===== src/hdl/hsv2rgb_pkg.sv =====
// ----------------------------------------------------------------------------
// HSV to RGB converter package
// Constants, stage record types and the divide-by-255 helper shared by the
// converter pipeline.
// ----------------------------------------------------------------------------
package hsv2rgb_pkg;

   localparam int HueWidth     = 13;
   localparam int ChanWidth    = 8;
   localparam int RemWidth     = 10;

   // One full turn and one sector of hue, in sixteenths of a degree.
   localparam logic [HueWidth-1:0] HueFullTurn = 13'd5760;
   localparam logic [HueWidth-1:0] HueSector   = 13'd960;

   // The sector fraction is rem * 256 / 960 = rem * 4 / 15. It is formed as
   // (rem * 17480) >> 16, which is exact for every rem below 960.
   localparam logic [14:0] FracRecip = 15'd17480;

   localparam logic [ChanWidth-1:0] ChanFull = 8'd255;

   typedef enum logic [2:0] {
      SECTOR_0 = 3'd0,
      SECTOR_1 = 3'd1,
      SECTOR_2 = 3'd2,
      SECTOR_3 = 3'd3,
      SECTOR_4 = 3'd4,
      SECTOR_5 = 3'd5
   } sector_type;

   // After the sector split.
   typedef struct packed {
      sector_type           sector;
      logic [RemWidth-1:0]  rem;
      logic [ChanWidth-1:0] sat;
      logic [ChanWidth-1:0] val;
   } stage_split_type;

   // After the fraction.
   typedef struct packed {
      sector_type           sector;
      logic [ChanWidth-1:0] frac;
      logic [ChanWidth-1:0] sat;
      logic [ChanWidth-1:0] val;
   } stage_frac_type;

   // After the three scale factors.
   typedef struct packed {
      sector_type           sector;
      logic [ChanWidth-1:0] fac_p;
      logic [ChanWidth-1:0] fac_q;
      logic [ChanWidth-1:0] fac_t;
      logic [ChanWidth-1:0] val;
   } stage_factor_type;

   // After the three value products.
   typedef struct packed {
      sector_type               sector;
      logic [2*ChanWidth-1:0]   prod_p;
      logic [2*ChanWidth-1:0]   prod_q;
      logic [2*ChanWidth-1:0]   prod_t;
      logic [ChanWidth-1:0]     val;
   } stage_product_type;

   // Truncating x / 255 for x up to 255 * 255, as ((x+1) + ((x+1) >> 8)) >> 8.
   function automatic logic [ChanWidth-1:0] div_by_255(input logic [2*ChanWidth-1:0] x);
      logic [2*ChanWidth:0] inc;
      logic [2*ChanWidth:0] sum;
      begin
         inc = {1'b0, x} + 17'd1;
         sum = inc + {8'd0, inc[2*ChanWidth:ChanWidth]};
         return sum[2*ChanWidth-1:ChanWidth];
      end
   endfunction

endpackage


===== src/hdl/hsv_to_rgb_converter.sv =====
// ----------------------------------------------------------------------------
// HSV to RGB converter
// Five-stage pixel pipeline that turns hue, saturation and value into 8-bit
// red, green and blue.
// ----------------------------------------------------------------------------
// The converter takes one pixel beat per clock while the output is not
// stalled and returns one RGB beat for each, in order, through the five
// register stages: sector split, fraction, scale factors, value products,
// and divide by 255 with channel select. Throughput is one pixel per cycle
// when not stalled. A stall on the result side freezes every stage at once,
// so req_tready follows rsp_tready while the output register is full. Hue is in
// sixteenths of a degree; a hue of 360 degrees (5760) or above is read as zero.
// Zero saturation gives grey. The block keeps no state between pixels and
// reset only clears the stage valid bits.
module hsv_to_rgb_converter
   import hsv2rgb_pkg::*;
(
   input  logic        clock,
   input  logic        reset,

   input  logic        req_tvalid,
   output logic        req_tready,
   // hue[12:0], saturation[20:13], brightness[28:21], zero fill [31:29]
   input  logic [31:0] req_tdata,

   output logic        rsp_tvalid,
   input  logic        rsp_tready,
   // red[7:0], green[15:8], blue[23:16]
   output logic [23:0] rsp_tdata
);

   // All stages advance together whenever the output register can take a beat.
   logic advance;
   assign advance    = !rsp_tvalid || rsp_tready;
   assign req_tready = advance;

   // ---------------------------------------------------------------- stage 1
   // Clamp the hue and split it into sector and remainder within the sector.
   logic [HueWidth-1:0]  hue;
   logic [HueWidth-1:0]  hue_clamped;
   sector_type           sector_in;
   logic [HueWidth-1:0]  base_in;
   stage_split_type      split_in;
   stage_split_type      split_ff;
   logic                 split_valid_ff;

   assign hue         = req_tdata[HueWidth-1:0];
   assign hue_clamped = (hue >= HueFullTurn) ? '0 : hue;

   always_comb begin
      if (hue_clamped >= 5 * HueSector) begin
         sector_in = SECTOR_5;
         base_in   = HueWidth'(5 * HueSector);
      end else if (hue_clamped >= 4 * HueSector) begin
         sector_in = SECTOR_4;
         base_in   = HueWidth'(4 * HueSector);
      end else if (hue_clamped >= 3 * HueSector) begin
         sector_in = SECTOR_3;
         base_in   = HueWidth'(3 * HueSector);
      end else if (hue_clamped >= 2 * HueSector) begin
         sector_in = SECTOR_2;
         base_in   = HueWidth'(2 * HueSector);
      end else if (hue_clamped >= HueSector) begin
         sector_in = SECTOR_1;
         base_in   = HueSector;
      end else begin
         sector_in = SECTOR_0;
         base_in   = '0;
      end
   end

   logic [HueWidth-1:0] rem_full;
   assign rem_full = hue_clamped - base_in;

   always_comb begin
      split_in.sector = sector_in;
      split_in.rem    = rem_full[RemWidth-1:0];
      split_in.sat    = req_tdata[20:13];
      split_in.val    = req_tdata[28:21];
   end

   // ---------------------------------------------------------------- stage 2
   // Fraction within the sector through a reciprocal multiply.
   logic [24:0]     frac_prod;
   stage_frac_type  frac_in;
   stage_frac_type  frac_ff;
   logic            frac_valid_ff;

   assign frac_prod = {15'd0, split_ff.rem} * {10'd0, FracRecip};

   always_comb begin
      frac_in.sector = split_ff.sector;
      frac_in.frac   = frac_prod[23:16];
      frac_in.sat    = split_ff.sat;
      frac_in.val    = split_ff.val;
   end

   // ---------------------------------------------------------------- stage 3
   // Scale factors 255 - s, 255 - (s*f >> 8) and 255 - (s*(256-f) >> 8).
   logic [ChanWidth:0]     frac_inv;
   logic [2*ChanWidth-1:0] sf_prod;
   logic [2*ChanWidth:0]   sfi_prod;
   stage_factor_type       factor_in;
   stage_factor_type       factor_ff;
   logic                   factor_valid_ff;

   assign frac_inv = 9'd256 - {1'b0, frac_ff.frac};
   assign sf_prod  = {8'd0, frac_ff.sat} * {8'd0, frac_ff.frac};
   assign sfi_prod = {9'd0, frac_ff.sat} * {8'd0, frac_inv};

   always_comb begin
      factor_in.sector = frac_ff.sector;
      factor_in.fac_p  = ChanFull - frac_ff.sat;
      factor_in.fac_q  = ChanFull - sf_prod[2*ChanWidth-1:ChanWidth];
      factor_in.fac_t  = ChanFull - sfi_prod[2*ChanWidth-1:ChanWidth];
      factor_in.val    = frac_ff.val;
   end

   // ---------------------------------------------------------------- stage 4
   // Multiply each factor by the value.
   stage_product_type product_in;
   stage_product_type product_ff;
   logic              product_valid_ff;

   always_comb begin
      product_in.sector = factor_ff.sector;
      product_in.prod_p = {8'd0, factor_ff.val} * {8'd0, factor_ff.fac_p};
      product_in.prod_q = {8'd0, factor_ff.val} * {8'd0, factor_ff.fac_q};
      product_in.prod_t = {8'd0, factor_ff.val} * {8'd0, factor_ff.fac_t};
      product_in.val    = factor_ff.val;
   end

   // ---------------------------------------------------------------- stage 5
   // Divide by 255 and route the channels by sector.
   logic [ChanWidth-1:0] p_val;
   logic [ChanWidth-1:0] q_val;
   logic [ChanWidth-1:0] t_val;
   logic [23:0]          rgb_in;
   logic [23:0]          rgb_ff;
   logic                 rgb_valid_ff;

   assign p_val = div_by_255(product_ff.prod_p);
   assign q_val = div_by_255(product_ff.prod_q);
   assign t_val = div_by_255(product_ff.prod_t);

   always_comb begin
      case (product_ff.sector)
         SECTOR_0: rgb_in = {p_val, t_val, product_ff.val};
         SECTOR_1: rgb_in = {p_val, product_ff.val, q_val};
         SECTOR_2: rgb_in = {t_val, product_ff.val, p_val};
         SECTOR_3: rgb_in = {product_ff.val, q_val, p_val};
         SECTOR_4: rgb_in = {product_ff.val, p_val, t_val};
         default:  rgb_in = {q_val, p_val, product_ff.val};
      endcase
   end

   // ---------------------------------------------------------------- registers
   always_ff @(posedge clock) begin
      if (reset) begin
         split_valid_ff   <= 1'b0;
         frac_valid_ff    <= 1'b0;
         factor_valid_ff  <= 1'b0;
         product_valid_ff <= 1'b0;
         rgb_valid_ff     <= 1'b0;
      end else if (advance) begin
         split_valid_ff   <= req_tvalid;
         frac_valid_ff    <= split_valid_ff;
         factor_valid_ff  <= frac_valid_ff;
         product_valid_ff <= factor_valid_ff;
         rgb_valid_ff     <= product_valid_ff;
      end
   end

   always_ff @(posedge clock) begin
      if (advance) begin
         split_ff   <= split_in;
         frac_ff    <= frac_in;
         factor_ff  <= factor_in;
         product_ff <= product_in;
         rgb_ff     <= rgb_in;
      end
   end

   assign rsp_tvalid = rgb_valid_ff;
   assign rsp_tdata  = rgb_ff;

   // ---------------------------------------------------------------- assertions
   // The remainder left by the sector split always lies inside one sector.
   assert property (@(posedge clock) disable iff (reset)
      split_valid_ff |-> (split_ff.rem < HueSector[RemWidth-1:0]))
      else $error("sector remainder out of range");

   // The p factor never exceeds the q and t factors.
   assert property (@(posedge clock) disable iff (reset)
      factor_valid_ff |-> (factor_ff.fac_q >= factor_ff.fac_p &&
                           factor_ff.fac_t >= factor_ff.fac_p))
      else $error("scale factor ordering broken");

   // An accepted beat lands in the first stage on the next edge.
   assert property (@(posedge clock) disable iff (reset)
      (req_tvalid && req_tready) |=> split_valid_ff)
      else $error("accepted beat lost at pipeline entry");

   // A stalled pipeline keeps the valid bits from the split stage through the product stage unchanged.
   assert property (@(posedge clock) disable iff (reset)
      !advance |=> ($stable(split_valid_ff) && $stable(frac_valid_ff) &&
                    $stable(factor_valid_ff) && $stable(product_valid_ff)))
      else $error("pipeline moved during stall");

endmodule


===== config.mk =====
export PLATFORM = sky130hd
export DESIGN_NAME = hsv_to_rgb_converter
export DESIGN_NICKNAME = d
export VERILOG_FILES = /design/src/hdl/hsv2rgb_pkg.sv /design/src/hdl/hsv_to_rgb_converter.sv
export SDC_FILE = /design/constraint.sdc
export NUM_CORES = 1
export LEC_CHECK = 0
export BUFFER_PORTS_ARGS = -buffer_cell sky130_fd_sc_hd__buf_2
export CAP_MARGIN = 10
export CORE_ASPECT_RATIO = 1.5
export CORE_UTILIZATION = 40
export DETAILED_ROUTE_END_ITERATION = 10
export GPL_ROUTABILITY_DRIVEN = 0
export PLACE_DENSITY = 0.51
export SLEW_MARGIN = 20
export SYNTH_ARGS = -nofsm -noshare
export SYNTH_HDL_FRONTEND = slang
export SYNTH_SLANG_ARGS = --single-unit

===== constraint.sdc =====
create_clock -name clock -period 19 [get_ports clock]
set_input_delay 3.8 -clock clock [delete_from_list [all_inputs] [get_ports clock]]
set_output_delay 3.8 -clock clock [all_outputs]
set_load 0.01 [all_outputs]

# --- Yosys cells after proc, flatten, opt, wreduce, memory -nomap -nowiden ---
# Index checks and enable logic that the tools add are counted.
# W data, S select, Z words.
word_totals:
  regBits: 179
  inputBits: 36
  output_inout_bits: 26
  elab_cells: 67
op_classes:
  add_sub_neg: 11
  mul: 6
  order_cmp: 6
  n_eq_ne: 4
  n_mux: 11
  reduce_logical: 4
op_table:
  columns: ["op", "count"]
  rows:
  - ["$pmux W24 S5", 1]
  - ["$mul A8 B8 Y16", 4]
  - ["$add A16 B1 Y17 const B", 3]
  - ["$mux W10", 5]
  - ["$add A16 B9 Y16", 3]
  - ["$ge A13 B12 Y1 const B", 2]
  - ["$ge A13 B13 Y1 const B", 2]
  - ["$sub A8 B8 Y8 const A", 3]
  - ["$mul A10 B12 Y21 const B", 1]
  - ["$mul A8 B9 Y16", 1]
  - ["$ge A13 B10 Y1 const B", 1]
  - ["$ge A13 B11 Y1 const B", 1]
  - ["$mux W13", 1]
  - ["$sub A10 B10 Y10", 1]
  - ["$sub A9 B8 Y9 const A", 1]
  - ["$eq A3 B2 Y1 const B", 2]
  - ["$mux W2", 2]
  - ["$eq A3 B1 Y1 const B", 1]
  - ["$eq A3 B3 Y1 const B", 1]
  - ["$logic_not A3 Y1", 1]
  - ["$mux W1", 2]
  - ["$reduce_or A2 Y1", 1]
  - ["$logic_not A1 Y1", 1]
  - ["$logic_or A1 B1 Y1", 1]

# --- Depth between registers and ports, before layout ---
# Gate-level depths: netlist of run 1.
logic_depth:
  depth_word: 9
  mapped_depth: 20

# --- Worst setup path before layout of run 1 ---
# Ideal clock, no wire load.
synth_timing:
  kind: "input to output"
  startpoint: "input rsp_tready"
  endpoint: "output req_tready"
  t_arrival_ns: 8.872
  t_required_ns: 15.200
  slack_ns: 6.328
  stages: 2
  n_path_buf: 1
  cell_sequence: "nand2b_1 clkbuf_1"
synth_via:
  elab_chain_len: 1
synth_lines:
  columns: ["element", "line_no", "rtl"]
  rows:
  - ["start, declared", "hsv_to_rgb_converter.sv:27", "input logic rsp_tready,"]
  - ["$logic_or A1 B1 Y1", "hsv_to_rgb_converter.sv:34", "assign advance = !rsp_tvalid || rsp_tready;"]
  - ["end, declared", "hsv_to_rgb_converter.sv:22", "output logic req_tready,"]
# No other way between the ends.

# --- Final worst setup path of run 1 ---
# Same ends and word-level chain as after synthesis.

==> results of run 1 <==
==> worst max-delay path by stage <==
stage / to / slack (ns) / cells after the start
2_1_floorplan: req_tready / 6.33 / 2
3_3_place_gp: req_tready / 10.65 / 3
3_5_place_dp: req_tready / 10.65 / 3
4_1_cts: req_tready / 10.65 / 3
5_1_grt: req_tready / 10.60 / 3
6_report: req_tready / 10.67 / 3
==> layout make-up <==
class | instances | area [um^2]
Fill cell | 4773 | 27300
Multi-Input combinational cell | 1433 | 13000
Sequential cell | 179 | 5330
Inverter | 321 | 1200
Tap cell | 656 | 821
Clock buffer | 17 | 425
Timing Repair Buffer | 68 | 365
Clock inverter | 15 | 161
==> worst max-delay path, stage by stage <==
cell      delay (ns)
buf_2           0.08
nand2b_4        0.43
buf_2           0.22
==> routing by layer <==
metal  track usage  routed length, um
met4        0.0919               1610
met3        0.0158                786
met5             0                  0
met1         0.180              15900
met2         0.354              23400
==> synthesized netlist by cell type, types with 3 or more instances <==
| library cell | number | area, um^2 |
|---|---|---|
| a21oi_1 | 55 | 275 |
| o21a_1 | 6 | 45.0 |
| nand4b_1 | 3 | 26.3 |
| o211ai_1 | 6 | 45.0 |
| a21boi_0 | 4 | 30.0 |
| xnor2_1 | 83 | 727 |
| and3_1 | 8 | 50.1 |
| a221oi_1 | 6 | 52.6 |
| clkbuf_1 | 45 | 169 |
| nand2b_1 | 7 | 43.8 |
| nor3_1 | 23 | 115 |
| nand4_1 | 15 | 93.8 |
| nor2b_1 | 17 | 106 |
| nor4_2 | 4 | 50.1 |
| nand2_1 | 217 | 815 |
| mux2i_1 | 10 | 100 |
| a211oi_1 | 10 | 75.1 |
| a21o_1 | 16 | 120 |
| inv_1 | 320 | 1200 |
| edfxtp_1 | 174 | 5230 |
| fa_1 | 191 | 3820 |
| o21ai_0 | 37 | 185 |
| and2_1 | 178 | 1110 |
| o22ai_1 | 3 | 18.8 |
| or2_2 | 9 | 56.3 |
| o21bai_1 | 7 | 52.6 |
| a31oi_1 | 15 | 93.8 |
| o31ai_1 | 8 | 60.1 |
| dfxtp_1 | 5 | 100 |
| ha_1 | 245 | 3070 |
| and4_1 | 8 | 70.1 |
| nand3_1 | 42 | 210 |
| nor2_1 | 74 | 278 |
| a2111oi_0 | 4 | 35.0 |
| or3_1 | 7 | 43.8 |
| o32ai_1 | 3 | 26.3 |
| a41oi_1 | 7 | 61.3 |
| o41ai_1 | 3 | 26.3 |
| xor2_1 | 44 | 385 |
| nor4_1 | 11 | 68.8 |
==> stage by stage <==
step	utilization	setup WS, ns	hold WS [ns]	instances
2_1_floorplan	-	6.33	0.400	1980
3_3_place_gp	0.426	10.65	0.401	2657
3_5_place_dp	0.426	10.65	0.405	2657
4_1_cts	0.438	10.65	0.424	2689
5_1_grt	0.438	10.60	0.428	2689
6_report	0.438	10.67	0.417	2689
==> registers in the layout, summed over array words and instances (netlist names), 10 cells and up <==
name and cells:
factor_ff 35, factor_in 11, frac_ff 16, frac_in 19, product_ff 59, rsp_tdata 24
split_ff 10
==> logic make-up after synthesis <==
logic type                 Yosys count
AOI/OAI and AO/OA                  220
muxes                               12
and+or+nand+nor                    636
DFF                                179
xor gates and xnor gates           129
adders and majority gates          436
buffers and inverters              368
==> out/metrics.cfg, run 1 <==
[clock_network]
cts_buffers=17
tritoncts_num_sinks=179
htree_levels=4
clockBufferDepth=2
cts-root-buf=clkbuf_16
cts_tree=done
cts_hold_buf=0
insertion_delay_ns=0.47
path_clk_slew_ns=0.08
cts_resized=0
cts_setup_buffers=0

[synth]
synth_mux_area_frac=0.00624
synth_warnings=0
synthDistinctLibCells=79
synth_xor_area_frac=0.0583
syn_nets=2452
yosysSeqAreaShare=0.271
synthFlopType=edfxtp_1
synthAdderAreaFrac=0.351
synth_edf_count=174
syn_area_um2=19700
synth.avg_cell_area_um2=9.93
ys_ff_latch=179
syn_inst=1980
synth_top_family_by_area=adder cells
async_reset_ff_frac=0
yosys.area_share.simple=0.167
synth_compound_area_frac=0.0771

[drt]
post_drt_wl_per_cell_um=15.5
first_pass_iters=5
drt-total-wl_um=41600
vias=13600
viasPerCell=5.05
drc_errors=0
ant_nets=0
drt-initial-drc-count=441

[min_path]
min_from=frac_in[10]$_DFFE_PP_
hold_depth=0
holdPathEnd=frac_ff[10]$_DFFE_PP_
hold_path_class=register to register

[layout]
layout.nets=2492
layout-drive-gt1-share=0.0644
layout_common_cells=320 x inv_1, 245 x ha_1, 217 x nand2_1
syn_to_final_growth_pct=8.15
diodes=0
final_common_cell=inv_1
final_area_um2=21300

[sta]
fin_skew_ns=0.0135
drv_slew=0
final.setup.tns_ns=0
finalCritPeriodShare=0.439
final-setup-viol-count=0
maxSlewHeadroom=0.293
fmax_mhz=120
tightest_slew_ns=1.06
post-route-min-period_ns=8.33
grt_setup_unrepaired=false
hold_viol=0

[setup_path]
arrival_ns=4.53
crit_path_end_kind=output pin
crit_type=primary input to output pin
cp-startpoint=rsp_tready
r2r_start=frac_ff[17]$_DFFE_PP_
crit_required_ns=15.20
r2r_setup_slack_ns=12.73
rr_worst_depth=19
r2r-end=factor_ff[15]$_DFFE_PP_
startpoint_type=primary input
crit_fanout=36

[floorplanning]
coreArea_um2=48600
dieArea_um2=50000
row_count=99
initial_utilization=0.405
num_io_pins=62
die_x_um=183
die_h_um=273

[global_routing]
antenna_found_initial=0
track_usage=0.177
grt_pass1_vias=14700
grt_max_degree=78
grt_pass1_wl_um=70500
grt.overflow.total=0

[job]
maxCapViolations=0

[place]
io_buffers=58
place_area_um2=20700
dp_hpwl_um=33800

[outcome]
status=complete, no violations

Power of run 1 is not shown: default switching activity piles up to over one toggle a cycle in this logic, so the estimate is an artifact.
==> inputs of run 2 (changes only) <==
Settings changed: ABC_AREA set to 1.
Clock period 19 ns to 7.7 ns, I/O delays scaled along.
==> run 2 against run 1 <==
- worst hold slack got worse by 0.00083 ns
- largest cell class unchanged
- non-clock buffer count did not move
- sequential cell count did not move
- setup slack got worse by 8.5 ns
==> out/metrics.cfg, run 2 <==
[clock_network]
tritoncts_num_sinks=179  ; unchanged
cts_buffers=17  ; unchanged
path_clk_slew_ns=0.08  ; about the same
cts-root-buf=clkbuf_16
cts_resized=0  ; unchanged
clockBufferDepth=2  ; unchanged
cts_setup_buffers=0  ; unchanged
cts_tree=done
cts_hold_buf=0  ; unchanged
htree_levels=4  ; unchanged
insertion_delay_ns=0.47  ; about the same

[place]
io_buffers=58  ; unchanged
dp_hpwl_um=36500  ; +8.0%

[layout]
multi_input_area_um2=12700  ; -2.1%
ff_latch_area_um2=5330  ; unchanged
layout.nets=2895  ; +16%
largest_register_ffs=59  ; unchanged
layout_common_cells=560 x inv_1, 522 x nand2_1, 245 x ha_1
diodes=0  ; unchanged
final_common_cell=inv_1
syn_to_final_growth_pct=7.64
n_fill_cell=5035  ; +5.5%
max_flop_register=product_ff
layout-drive-gt1-share=0.0722  ; +0.00781

[global_routing]
antenna_found_initial=0  ; unchanged
grt_pass1_vias=15900  ; +8.8%
grt.overflow.total=0  ; unchanged
track_usage=0.182  ; +0.00435
grt_max_degree=107  ; +37%
grt_pass1_wl_um=75600  ; +7.2%

[floorplanning]
initial_utilization=0.404  ; -0.000434
dieArea_um2=51900  ; +3.7%
die_x_um=186  ; +1.8%
die_h_um=279  ; +1.8%
row_count=101  ; +2.0%
num_io_pins=62  ; unchanged
coreArea_um2=50400  ; +3.8%

[setup_path]
startpoint_type=register
crit_required_ns=7.93  ; -7.27 ns
crit_path_end_kind=register
r2r-end=factor_ff[14]$_DFFE_PP_
r2r_start=frac_ff[17]$_DFFE_PP_
r2r_setup_slack_ns=2.15  ; -10.58 ns
arrival_ns=5.78  ; +1.25 ns
crit_type=register to register
rr_worst_depth=26  ; +7
crit_fanout=9  ; -75%

[sta]
fmax_mhz=180
final.setup.tns_ns=0  ; unchanged
drv_slew=0  ; unchanged
maxSlewHeadroom=0.382  ; +0.0891
post-route-min-period_ns=5.55
final-setup-viol-count=0  ; unchanged
fin_skew_ns=0.0197  ; +0.00621 ns
tightest_slew_ns=0.926  ; -0.134 ns
grt_setup_unrepaired=false
finalCritPeriodShare=0.721
hold_viol=0  ; unchanged

[synth]
async_reset_ff_frac=0  ; unchanged
yosysSeqAreaShare=0.261  ; -0.00974
syn_inst=2395  ; +21%
synthTopCellsByCount=561 x inv_1, 522 x nand2_1, 245 x ha_1, 191 x fa_1, 174 x edfxtp_1
synthFlopType=edfxtp_1
yosysMostFrequentCell=inv_1
syn_area_um2=20400  ; +3.7%
synth_area_leaders=edfxtp_1 26%, fa_1 19%, ha_1 15%, inv_1 10%, nand2_1 9.6%
synth.avg_cell_area_um2=8.51  ; -14%
synth_top_area_share=0.256  ; -0.00956
synth_top_area_cell=edfxtp_1
ys_ff_latch=179  ; unchanged
synthDistinctLibCells=46  ; -42%
synth_warnings=0  ; unchanged
synth_edf_count=174  ; unchanged
syn_nets=2867  ; +17%

[drt]
drt-initial-drc-count=468  ; +6.1%
vias=15100  ; +11%
post_drt_wl_per_cell_um=14.4  ; -6.8%
drt-total-wl_um=44800  ; +7.7%
drc_errors=0  ; unchanged
ant_nets=0  ; unchanged
first_pass_iters=5  ; unchanged
viasPerCell=4.85  ; -4.0%

[min_path]
holdPathEnd=frac_ff[14]$_DFFE_PP_
min_from=frac_in[14]$_DFFE_PP_
hold_depth=0  ; unchanged
hold_path_class=register to register

[outcome]
status=complete, no violations

[job]
maxCapViolations=0  ; unchanged

[run 2: cell families (layout without fill, tap and decap cells)]
| family | count (synthesis) | in the layout | synth area share |
|---|---|---|---|
| XOR/XNOR | 102 | 102 | 0.0455 |
| AO/OA/AOI/OAI | 165 | 165 | 0.0459 |
| adder cells (fa/ha/maj) | 436 | 436 | 0.338 |
| AND/OR/NAND/NOR | 886 | 886 | 0.193 |
| flip-flops | 179 | 179 | 0.261 |
| buffers and inverters | 627 | 668 | 0.117 |
[run 2: per-layer routing]
layer	track usage	vias up	routed length, um
met5	0	-	0
met4	0.0918	0	1790
met3	0.0168	99	843
met2	0.363	241	25000
met1	0.185	7219	17200
li1	-	7506	-
[run 2: per-stage QoR]
stage | hold slack, ns | setup slack (ns) | instances | utilization | instance area, um^2
global route | 0.427 | 1.73 | 3105 | 0.435 | 21900
CTS | 0.409 | 2.12 | 3105 | 0.435 | 21900
detailed placement | 0.405 | 2.15 | 3073 | 0.423 | 21400
finish | 0.417 | 2.15 | 3105 | 0.435 | 21900
global placement | 0.401 | 2.19 | 3073 | 0.423 | 21400
floorplan | 0.400 | 1.06 | 2395 | - | 20400
[run 2: layout make-up]
class / count / area share
inverter: 568 / 0.0975
sequential: 179 / 0.243
clock buffer: 19 / 0.0212
clock inverter: 13 / 0.00587
timing repair buffer: 68 / 0.0166
multi-input combinational: 1589 / 0.578
tap: 669 / 0.0381
[run 2: worst max-delay path: stages, from the launching register on]
cell      delay [ns]
edfxtp_1        0.54
inv_1           0.12
ha_1            0.18
nand2_1         0.06
nor2_1          0.09
inv_1           0.06
or2_2           0.29
nor3_1          0.13
inv_1           0.08
nand2_1         0.23
nor2_1          0.10
fa_1            0.51
fa_1            0.45
fa_1            0.55
inv_1           0.06
fa_1            0.54
inv_1           0.05
ha_1            0.28
nand2_1         0.05
inv_1           0.06
nand3_1         0.06
o21ai_1         0.32
nand2_1         0.09
nand2_1         0.13
nand4_1         0.12
nand3b_1        0.11
nand2_1         0.05
[run 2: worst max path at each step]
| stage | from | end | cells after the start | slack [ns] |
|---|---|---|---|---|
| 2_1_floorplan | rsp_tready | req_tready | 2 | 1.06 |
| 3_5_place_dp | frac_ff[17]$_DFFE_PP_ | factor_ff[14]$_DFFE_PP_ | 26 | 2.15 |
| 5_1_grt | frac_ff[16]$_DFFE_PP_ | factor_ff[14]$_DFFE_PP_ | 25 | 1.73 |
| 3_3_place_gp | frac_ff[17]$_DFFE_PP_ | factor_ff[14]$_DFFE_PP_ | 26 | 2.19 |
| 6_report | frac_ff[17]$_DFFE_PP_ | factor_ff[14]$_DFFE_PP_ | 26 | 2.15 |
| 4_1_cts | frac_ff[17]$_DFFE_PP_ | factor_ff[14]$_DFFE_PP_ | 26 | 2.12 |
Power of run 2 is left out for the same reason.
